`src/hw/rtl/bcc_pkg.sv`:
```
// Package for the button click classifier: payload structs, per-button state record,
// register indexes and reset values. No dependencies.
`default_nettype none
package bcc_pkg;

    localparam int NUM_BUTTONS_DEF = 2;

    localparam int CFG_IDX_W = 1;
    localparam logic [CFG_IDX_W-1:0] CFG_DOUBLE_WINDOW  = 1'b0;
    localparam logic [CFG_IDX_W-1:0] CFG_LONG_THRESHOLD = 1'b1;

    localparam logic [31:0] DOUBLE_WINDOW_RST  = 32'd250;
    localparam logic [31:0] LONG_THRESHOLD_RST = 32'd1000;
    localparam logic [15:0] HOLD_MAX           = 16'hFFFF;

    typedef struct packed {
        logic        button_id;
        logic        level;
        logic [31:0] now;
        logic        ack_single;
        logic        ack_double;
    } t_in;

    typedef struct packed {
        logic        pressed;
        logic        single_flag;
        logic        double_flag;
        logic        long_flag;
        logic [15:0] hold_ticks;
    } t_out;

    typedef struct packed {
        logic        press_valid;
        logic        release_valid;
        logic [31:0] press_start_time;
        logic [31:0] release_time;
        logic        single_pending;
        logic        double_pending;
        logic        long_active;
        logic [15:0] hold_count;
    } t_btn_state;

endpackage
`default_nettype wire

```
`src/hw/rtl/button_click_classifier.sv`:
```
// Top level of the button click classifier: configuration registers, request pipeline
// and output register. Depends on bcc_pkg, bcc_state_mem and bcc_update.
//
//   Channel   Direction  Handshake                Payload
//   in        sink       i_in_valid / o_in_stall  i_in_data (t_in)
//   out       source     o_out_valid / i_out_stall o_out_data (t_out)
//   cfg       sink       i_cfg_valid / o_cfg_ready i_cfg_index, i_cfg_data
//
// One request per cycle sustained while the output is not stalled; each request passes
// through the request stage and then the output register. The rate is set by the single
// read port and single write port of the state memory, with a bypass covering back-to-back requests to the same button.
// Reset clears the per-button valid bits at once; no clearing pass is needed.
// A stalled output holds the pipeline; the input side stalls once the request stage is full.
`default_nettype none
module button_click_classifier #(
    parameter int NUM_BUTTONS = bcc_pkg::NUM_BUTTONS_DEF
) (
    input  wire logic                          i_clk,
    input  wire logic                          i_rst_n,
    input  wire logic                          i_in_valid,
    output logic                               o_in_stall,
    input  wire bcc_pkg::t_in                  i_in_data,
    output logic                               o_out_valid,
    input  wire logic                          i_out_stall,
    output bcc_pkg::t_out                      o_out_data,
    input  wire logic                          i_cfg_valid,
    output logic                               o_cfg_ready,
    input  wire logic [bcc_pkg::CFG_IDX_W-1:0] i_cfg_index,
    input  wire logic [31:0]                   i_cfg_data
);
    import bcc_pkg::*;

    localparam int AW = (NUM_BUTTONS > 1) ? $clog2(NUM_BUTTONS) : 1;

    logic [31:0] r_double_window;
    logic [31:0] r_long_threshold;
    logic        r_s1_valid;
    t_in         r_s1_item;
    logic        r_out_valid;
    t_out        r_out_data;

    logic        adv;
    logic        accept;
    logic        s1_in_range;
    logic        wr_en;
    t_btn_state  rd_state;
    t_btn_state  wr_state;
    t_out        result;

    assign o_cfg_ready = 1'b1;
    assign adv         = !r_out_valid || !i_out_stall;
    assign o_in_stall  = r_s1_valid && !adv;
    assign accept      = i_in_valid && !o_in_stall;
    assign s1_in_range = 32'(r_s1_item.button_id) < 32'(NUM_BUTTONS);
    assign wr_en       = r_s1_valid && adv && s1_in_range;

    always_ff @(posedge i_clk) begin
        if (!i_rst_n) begin
            r_double_window  <= DOUBLE_WINDOW_RST;
            r_long_threshold <= LONG_THRESHOLD_RST;
        end else if (i_cfg_valid && o_cfg_ready) begin
            unique case (i_cfg_index)
                CFG_DOUBLE_WINDOW: begin
                    r_double_window <= i_cfg_data;
                end
                CFG_LONG_THRESHOLD: begin
                    r_long_threshold <= i_cfg_data;
                end
            endcase
        end
    end

    bcc_state_mem #(
        .NUM_BUTTONS (NUM_BUTTONS),
        .AW          (AW)
    ) u_mem (
        .i_clk     (i_clk),
        .i_rst_n   (i_rst_n),
        .i_rd_en   (accept),
        .i_rd_addr (AW'(i_in_data.button_id)),
        .o_rd_data (rd_state),
        .i_wr_en   (wr_en),
        .i_wr_addr (AW'(r_s1_item.button_id)),
        .i_wr_data (wr_state)
    );

    bcc_update u_update (
        .i_state          (rd_state),
        .i_item           (r_s1_item),
        .i_in_range       (s1_in_range),
        .i_double_window  (r_double_window),
        .i_long_threshold (r_long_threshold),
        .o_state          (wr_state),
        .o_result         (result)
    );

    always_ff @(posedge i_clk) begin
        if (accept) begin
            r_s1_item <= i_in_data;
        end
        if (adv) begin
            r_out_data <= result;
        end
    end

    always_ff @(posedge i_clk) begin
        if (!i_rst_n) begin
            r_s1_valid  <= 1'b0;
            r_out_valid <= 1'b0;
        end else begin
            if (adv) begin
                r_s1_valid  <= accept;
                r_out_valid <= r_s1_valid;
            end else if (accept) begin
                r_s1_valid <= 1'b1;
            end
        end
    end

    assign o_out_valid = r_out_valid;
    assign o_out_data  = r_out_data;

endmodule
`default_nettype wire

```
`src/hw/rtl/bcc_state_mem.sv`:
```
// Per-button state memory with a registered read, per-entry valid bits
// and a write-to-read bypass. Depends on bcc_pkg.
`default_nettype none
module bcc_state_mem #(
    parameter int NUM_BUTTONS = 2,
    parameter int AW          = 1
) (
    input  wire logic                   i_clk,
    input  wire logic                   i_rst_n,
    input  wire logic                   i_rd_en,
    input  wire logic [AW-1:0]          i_rd_addr,
    output bcc_pkg::t_btn_state         o_rd_data,
    input  wire logic                   i_wr_en,
    input  wire logic [AW-1:0]          i_wr_addr,
    input  wire bcc_pkg::t_btn_state    i_wr_data
);
    import bcc_pkg::*;

    t_btn_state r_mem [NUM_BUTTONS];
    logic [NUM_BUTTONS-1:0] r_ent_vld;
    t_btn_state r_rd_q;
    logic r_rd_vld;
    logic r_byp_hit;
    t_btn_state r_byp_data;

    always_ff @(posedge i_clk) begin
        if (i_wr_en) begin
            r_mem[i_wr_addr] <= i_wr_data;
        end
        if (i_rd_en) begin
            r_rd_q     <= r_mem[i_rd_addr];
            r_byp_data <= i_wr_data;
        end
    end

    always_ff @(posedge i_clk) begin
        if (!i_rst_n) begin
            r_ent_vld <= '0;
            r_rd_vld  <= 1'b0;
            r_byp_hit <= 1'b0;
        end else begin
            if (i_wr_en) begin
                r_ent_vld[i_wr_addr] <= 1'b1;
            end
            if (i_rd_en) begin
                r_rd_vld  <= r_ent_vld[i_rd_addr];
                r_byp_hit <= i_wr_en && (i_wr_addr == i_rd_addr);
            end
        end
    end

    always_comb begin
        if (r_byp_hit) begin
            o_rd_data = r_byp_data;
        end else if (r_rd_vld) begin
            o_rd_data = r_rd_q;
        end else begin
            o_rd_data = '0;
        end
    end

endmodule
`default_nettype wire

```
`src/hw/rtl/bcc_update.sv`:
```
// Next-state and result logic for one button: press, release, double window,
// long press and hold counting. Depends on bcc_pkg.
`default_nettype none
module bcc_update (
    input  wire bcc_pkg::t_btn_state  i_state,
    input  wire bcc_pkg::t_in         i_item,
    input  wire logic                 i_in_range,
    input  wire logic [31:0]          i_double_window,
    input  wire logic [31:0]          i_long_threshold,
    output bcc_pkg::t_btn_state       o_state,
    output bcc_pkg::t_out             o_result
);
    import bcc_pkg::*;

    t_btn_state s;
    logic       down;
    logic [31:0] rel_diff;
    logic [31:0] hold_diff;
    logic [31:0] win_diff;

    always_comb begin
        s    = i_state;
        down = !i_item.level;
        if (i_item.ack_single) begin
            s.single_pending = 1'b0;
        end
        if (i_item.ack_double) begin
            s.double_pending = 1'b0;
        end
        rel_diff = i_item.now - i_state.release_time;
        if (down) begin
            if (!i_state.press_valid) begin
                s.press_valid      = 1'b1;
                s.press_start_time = i_item.now;
                if (i_state.release_valid && (rel_diff < i_double_window)) begin
                    s.double_pending = 1'b1;
                    s.release_valid  = 1'b0;
                end
            end
            hold_diff = i_item.now - s.press_start_time;
            if (hold_diff >= i_long_threshold) begin
                if (!i_state.long_active) begin
                    s.hold_count = '0;
                end
                s.long_active = 1'b1;
                if (s.hold_count != HOLD_MAX) begin
                    s.hold_count = s.hold_count + 16'd1;
                end
            end
        end else begin
            hold_diff = '0;
            if (i_state.press_valid) begin
                s.release_time     = i_item.now;
                s.release_valid    = 1'b1;
                s.press_valid      = 1'b0;
                s.press_start_time = '0;
            end
            s.long_active = 1'b0;
            s.hold_count  = '0;
        end
        win_diff = i_item.now - s.release_time;
        if (s.release_valid && (win_diff >= i_double_window) && !s.double_pending) begin
            s.single_pending = 1'b1;
            s.release_valid  = 1'b0;
        end
        o_state = s;
        if (i_in_range) begin
            o_result.pressed     = s.press_valid;
            o_result.single_flag = s.single_pending;
            o_result.double_flag = s.double_pending;
            o_result.long_flag   = s.long_active;
            o_result.hold_ticks  = s.hold_count;
        end else begin
            o_result = '0;
        end
    end

endmodule
`default_nettype wire
```
`config.mk`:
```
export PLATFORM = sky130hd
export DESIGN_NAME = button_click_classifier
export DESIGN_NICKNAME = d
export VERILOG_FILES = /design/src/hw/rtl/bcc_pkg.sv /design/src/hw/rtl/button_click_classifier.sv /design/src/hw/rtl/bcc_state_mem.sv /design/src/hw/rtl/bcc_update.sv
export SDC_FILE = /design/constraint.sdc
export NUM_CORES = 1
export LEC_CHECK = 0
export BUFFER_PORTS_ARGS = -buffer_cell sky130_fd_sc_hd__buf_4
export CORE_MARGIN = 2
export CORE_UTILIZATION = 25
export DETAILED_ROUTE_END_ITERATION = 6
export PLACE_DENSITY_LB_ADDON = 0.12
export SLEW_MARGIN = 20
export SYNTH_ARGS = -nofsm -noshare
export SYNTH_HDL_FRONTEND = slang
export SYNTH_SLANG_ARGS = --single-unit
```
`constraint.sdc`:
```
create_clock -name i_clk -period 11.86 [get_ports i_clk]
set_clock_uncertainty 0.2 [all_clocks]
set_input_delay 1.186 -clock i_clk [delete_from_list [all_inputs] [get_ports i_clk]]
set_output_delay 1.186 -clock i_clk [all_outputs]
set_load 0.1 [all_outputs]
```
# Word level (Yosys, flattened, before mapping)

Memory sizes are Yosys's and may differ from the RTL's. A register that Yosys moved wholly into a read port is not among the register bits.
Cells that the tools add are included.

Register bits after elaboration: 211
Memory bits (writable): 170
Input port bits: 74
Output and inout port bits: 23
Memories: 1

Multiplexer cells: 29
Add/subtract/negate cells: 4
Equal/unequal tests: 2
Bitwise gates (word level): 2
Reductions and logical operators: 17
$lt $le $gt $ge: 6

Memories:

| memory      | words | width | read ports | clocked after Yosys merged registers in | wr ports | line                | source |
|---|---|---|---|---|---|---|---|
| u_mem.r_mem | 2     | 85    | 1          | 1                                       | 1        | bcc_state_mem.sv:19 | `t_btn_state r_mem [NUM_BUTTONS];` |

Operators by type and width:

| operator                                                             | number |
|---|---|
| 85-bit 2-to-1 mux                                                    | 2 |
| 32-bit subtractor                                                    | 3 |
| 34-bit 2-to-1 mux                                                    | 2 |
| 65-bit 2-to-1 mux                                                    | 1 |
| 32-bit >= comparator                                                 | 2 |
| 16-bit 2-to-1 mux                                                    | 4 |
| 17-bit 2-to-1 mux                                                    | 2 |
| 33-bit 2-to-1 mux                                                    | 1 |
| 32-bit < comparator                                                  | 1 |
| 32-bit 2-to-1 mux                                                    | 1 |
| 16-bit by 1-bit adder with 16-bit output, second input constant      | 1 |
| 16-bit inequality test, second input constant                        | 1 |
| 1-bit 2-to-1 mux                                                     | 15 |
| 1-bit logical AND                                                    | 8 |
| 1-bit logical NOT                                                    | 5 |
| 1-bit by 2-bit < comparator with 1-bit output, second input constant | 2 |
| 2-bit AND reduction                                                  | 2 |
| 2-bit OR                                                             | 1 |
| 2-bit nonzero test                                                   | 1 |
| 1-bit demux with 1-bit select                                        | 1 |
| 1-bit == test                                                        | 1 |
| 1-bit >= comparator, second input constant                           | 1 |
| 1-bit logical OR                                                     | 1 |
| 1-bit NOT                                                            | 1 |

# Logic depth before layout (Yosys ltp)

Word-level depth: 16
Depth in mapped cells: 34
Depth with buffers taken out: 29

# Cells and area by module

Synthesis repeated with hierarchy kept, for this count alone.

Cells, all modules: 2,132
Area total of the unflattened synthesis: 25,339.3 um^2

Modules (own cells, without submodules):

| module                  | times used | cells an instance | area each (um^2) | seq. area each (um^2) |
|---|---|---|---|---|
| bcc_state_mem           | 1          | 555               | 12,408.2         | 10,289.9 |
| bcc_update              | 1          | 1,254             | 8,667.1          | 0.0 |
| button_click_classifier | 1          | 323               | 4,264.1          | 3,002.9 |

# Worst setup path before layout

Ideal clock, no wire load.

Path type: input to register
From: in i_out_stall
To: reg r_s1_item[0] (netlist bit) (enable)
Stages: 2
Buffers on the path: 0
Setup slack: -0.099 ns
Arrival time: 10.959 ns
Path through: and3_1 -> nor2b_1

Longest elaborated chain between the ends: 6

Ends and longest elaborated chain:

| element              | line                          | source |
|---|---|---|
| start, declared      | button_click_classifier.sv:24 | `input wire logic i_out_stall,` |
| 1-bit logical NOT    | button_click_classifier.sv:51 | `assign adv = !r_out_valid \|\| !i_out_stall;` |
| 1-bit logical OR     | button_click_classifier.sv:51 |  |
| 1-bit logical NOT    | button_click_classifier.sv:52 | `assign o_in_stall = r_s1_valid && !adv;` |
| 1-bit logical AND    | button_click_classifier.sv:52 |  |
| 1-bit logical NOT    | button_click_classifier.sv:53 | `assign accept = i_in_valid && !o_in_stall;` |
| 1-bit logical AND    | button_click_classifier.sv:53 |  |
| net accept           | button_click_classifier.sv:43 | `logic accept;` |
| end signal, assigned | button_click_classifier.sv:99 | `r_s1_item <= i_in_data;` |
| end, declared        | button_click_classifier.sv:38 | `t_in r_s1_item;` |

The timed path passes the listed nets, and every way through them passes these cells.
A chain may end at the register's enable or synchronous reset.

==> Flow_metrics.wiki <==
{| class="wikitable"
! Metric !! Value
|-
| Width of the die || 321 um
|-
| Post-synth top area cell || edfxtp_1
|-
| Number of levels the H-tree was split into || 2
|-
| I/O pin count || 97
|-
| Routed wire length || 75800 um
|-
| Number of antenna violations at the first check in global routing || 2
|-
| Final Net Count || 2553
|-
| Largest delay share family, worst path || compound AO/OA/AOI/OAI gates
|-
| Async set-or-reset flop fraction in the synthesized netlist || 0%
|-
| Worst setup slack before clock tree synthesis || 3.33 ns
|-
| Initial drt markers || 1090
|-
| Pins Over Slew Limit || 0
|-
| Largest driver fanout on the critical path || 41
|-
| First-pass GRT wire length || 114000 um
|-
| Vert. Die Dim || 321 um
|-
| Slowest library cell on the worst path || buf_4
|-
| Total die area || 0.103 mm^2
|-
| Combinational Power Share || 19.5%
|-
| Drt drc || 0
|-
| Mapped cell area || 0.0251 mm^2
|-
| Count of yosys warnings during synthesis || 0
|-
| Antenna viol nets, final || 0
|-
| Seq/Total Area, Yosys || 52.9%
|-
| Total congestion overflow after global routing || 0
|-
| Via count || 17.5k
|-
| Worst slew margin || 30.9%
|-
| Largest net degree at the start of global routing || 147
|-
| Inserted Clock Buffers || 56
|-
| Power spent charging and discharging nets || 1330 uW
|-
| Met1 track demand over resource || 18.7%
|-
| Status || complete, no violations
|-
| Fraction of power consumed by the clock network || 38.0%
|-
| Met3 usage in global routing || 1.99%
|-
| Starting Density || 25.2%
|-
| Endpoint class of the critical path || flop
|-
| Worst path buffer plus inverter count || 5
|-
| Post-Syn Area per Cell || 11.4 um^2
|-
| Overall power of the completed layout || 4540 uW
|-
| Setup repair after global routing missed its margin || no
|-
| Via count of the first global-routing pass || 17.9k
|-
| Routing layer with the top usage in global route || met2
|-
| Clock tree sinks || 466
|-
| Worst skew pair latency || 0.65 ns
|-
| Global placement routability congestion || 0.819
|-
| Number of vias per cell after detailed routing || 4.79
|-
| Top flip-flop cell by instance count after synthesis || edfxtp_1
|-
| Port Buffers || 95
|-
| Core Util, Final || 29.2%
|-
| Flops & latches, synth || 466
|-
| Count of instances resized after the clock tree is built || 0
|-
| Setup bufs post-CTS || 0
|-
| Detail Placement HPWL || 53000 um
|-
| Leakage dissipation || 0.0108 uW
|-
| Layout cell share with drive strength beyond 1 || 14.0%
|-
| Setup WS post-layout || 3.20 ns
|-
| Peak Freq || 0.116 GHz
|-
| Startpoint type of the worst setup path || flop
|-
| Transition at the pin with the smallest max-transition slack || 1.02 ns
|-
| Number of antenna diodes || 0
|-
| Cell types with the largest area share after synthesis || edfxtp_1 47%, ha_1 8.9%, dfxtp_1 5.6%, mux2_2 3.8%, nand2_1 3.2%
|-
| Max capacitance violation total || 0
|-
| Post-Synthesis Net Count || 2464
|-
| Commonest cells in the synthesized netlist || 396 x edfxtp_1, 213 x nand2_1, 179 x ha_1, 118 x inv_1, 116 x a21oi_1
|-
| Part of the power in registers || 42.5%
|-
| Hold Fails Final Rpt || 0
|-
| Cts-stage hold buffer count || 0
|-
| Maximum clock path buffer count || 3
|-
| Signed area change from the synthesized netlist to the final layout || 16.2%
|-
| Met2 track demand over resource || 24.7%
|-
| Sw frac || 29.2%
|-
| Core area || 0.0999 mm^2
|-
| Peak supply drop || 0.114 mV
|-
| Reg2Reg Launch Point || u_mem.r_rd_vld
|-
| Clock edge transition at the registers on the reported setup and hold paths || 0.06 ns
|-
| Setup violation total in the final timing report || 0
|-
| Area share of the largest cell type after synthesis || 47.3%
|-
| Number of flops mapped to enable cells by yosys || 396
|-
| CP max stage delay || 0.59 ns
|-
| Post-route clock period utilization || 73.0%
|-
| Class of the tightest hold or removal check || flop to flop
|-
| Worst path arrival time || 8.84 ns
|-
| First-pass iteration count of the detailed router || 5
|-
| Total internal power || 3220 uW
|-
| Routed len/inst || 20.8 um
|-
| Sum Neg Setup Slack || 0 ns
|-
| Number of fill cells in the layout || 10.3k
|-
| Crit-path most repeated cell || a21o_1
|-
| Root buffer selected by CTS || clkbuf_16
|-
| Post-synthesis cell type count || 85
|-
| Number of cells produced by synthesis || 2210
|-
| Std cell rows || 116
|-
| Final critical-path required period || 8.66 ns
|-
| Kind of critical path || flop to flop
|-
| Total track usage || 14.7%
|-
| Worst endpoint required time || 12.04 ns
|-
| Source of the worst hold timing path || r_long_threshold[25]
|-
| PwrDens || 156 mW/mm^2
|-
| Critical path origin || u_mem.r_rd_vld
|-
| CTS tree || done
|-
| Most used standard cell by instance count after synthesis || edfxtp_1
|}
==> layer usage <==
metal  vias to the layer above  wire length (um)
met4                         0              3530
li1                       8474                 -
met2                       381             35700
met5                         -                 0
met1                      8503             33800
met3                       113              2720
==> logic make-up (layout without fill, tap and decap cells) <==
| logic type | after synthesis | count (layout) | synth area share, % |
|---|---|---|---|
| simple gates | 555 | 555 | 10.6 |
| xor+xnor | 83 | 83 | 2.89 |
| flops | 466 | 466 | 52.9 |
| compound gates | 598 | 598 | 16.2 |
| fa+ha+maj | 186 | 186 | 9.25 |
| other cells | 1 | 1 | 0.0149 |
| mux | 116 | 116 | 5.04 |
| buf+inv | 205 | 342 | 3.12 |
==> worst paths after layout <==
kind	endpoint	slack [ns]	cells past startpoint
worst max register to register	u_mem.r_mem[0][9]	3.20	28
worst min-delay path	r_long_threshold[25]	0.27	2
worst min register to register	r_long_threshold[25]	0.27	2
worst max-delay path	u_mem.r_mem[0][9]	3.20	28
==> layout by cell type (no fill, tap or decap), types with 74 or more instances in the layout <==
master      n
o21ai_0   114
nand2_1   211
a21oi_1   115
buf_4     117
a21o_1     74
edfxtp_1  396
mux2_2     85
inv_1     118
nor2_1    109
ha_1      179
==> tightest hold or removal path, cell delays in order, from the launching register on <==
cell,delay [ns]
dfxtp_1,0.31
nand2_1,0.05
a21boi_0,0.06
==> state kept, by name, indices dropped and copies added, names as in the netlist <==
| signal | cells |
|---|---|
| r_double_window | 32 |
| u_mem.r_ent_vld | 2 |
| u_mem.r_rd_vld | 1 |
| u_mem.r_rd_q | 85 |
| u_mem.r_mem | 170 |
| u_mem.r_byp_hit | 1 |
| u_mem.r_byp_data | 85 |
| r_s1_valid | 1 |
| o_out_data | 20 |
| r_long_threshold | 32 |
| o_out_valid | 1 |
| r_s1_item | 36 |
==> power groups by stage <==
stage	Sequential [uW]	Combinational, uW	Clock (uW)
after floorplan	1990	580	0
after global placement	1970	892	0
after detailed placement	1970	897	0
after CTS	1930	903	1790
after global routing	1940	999	1850
final	1930	888	1730
==> stage by stage <==
| step | hold WS [ns] | area, um^2 | instances |
|---|---|---|---|
| 6_report | 0.265 | 29200 | 3645 |
| 5_1_grt | 0.290 | 29200 | 3645 |
| 4_1_cts | 0.270 | 29200 | 3645 |
| 3_5_place_dp | 0.259 | 27400 | 3539 |
| 3_3_place_gp | 0.247 | 27400 | 3539 |
| 2_1_floorplan | 0.240 | 25100 | 2210 |
==> final cells by class <==
class                      count  area, um^2  area share [%]
sequential                   466       13300            45.5
multi-input combinational   1539       11100            38.0
tap                         1298        1620            5.56
clock buffer                  60        1420            4.85
timing repair buffer         118         898            3.08
inverter                     118         443            1.52
clock inverter                46         415            1.42
No activity file was read; power rests on OpenSTA's default activity.
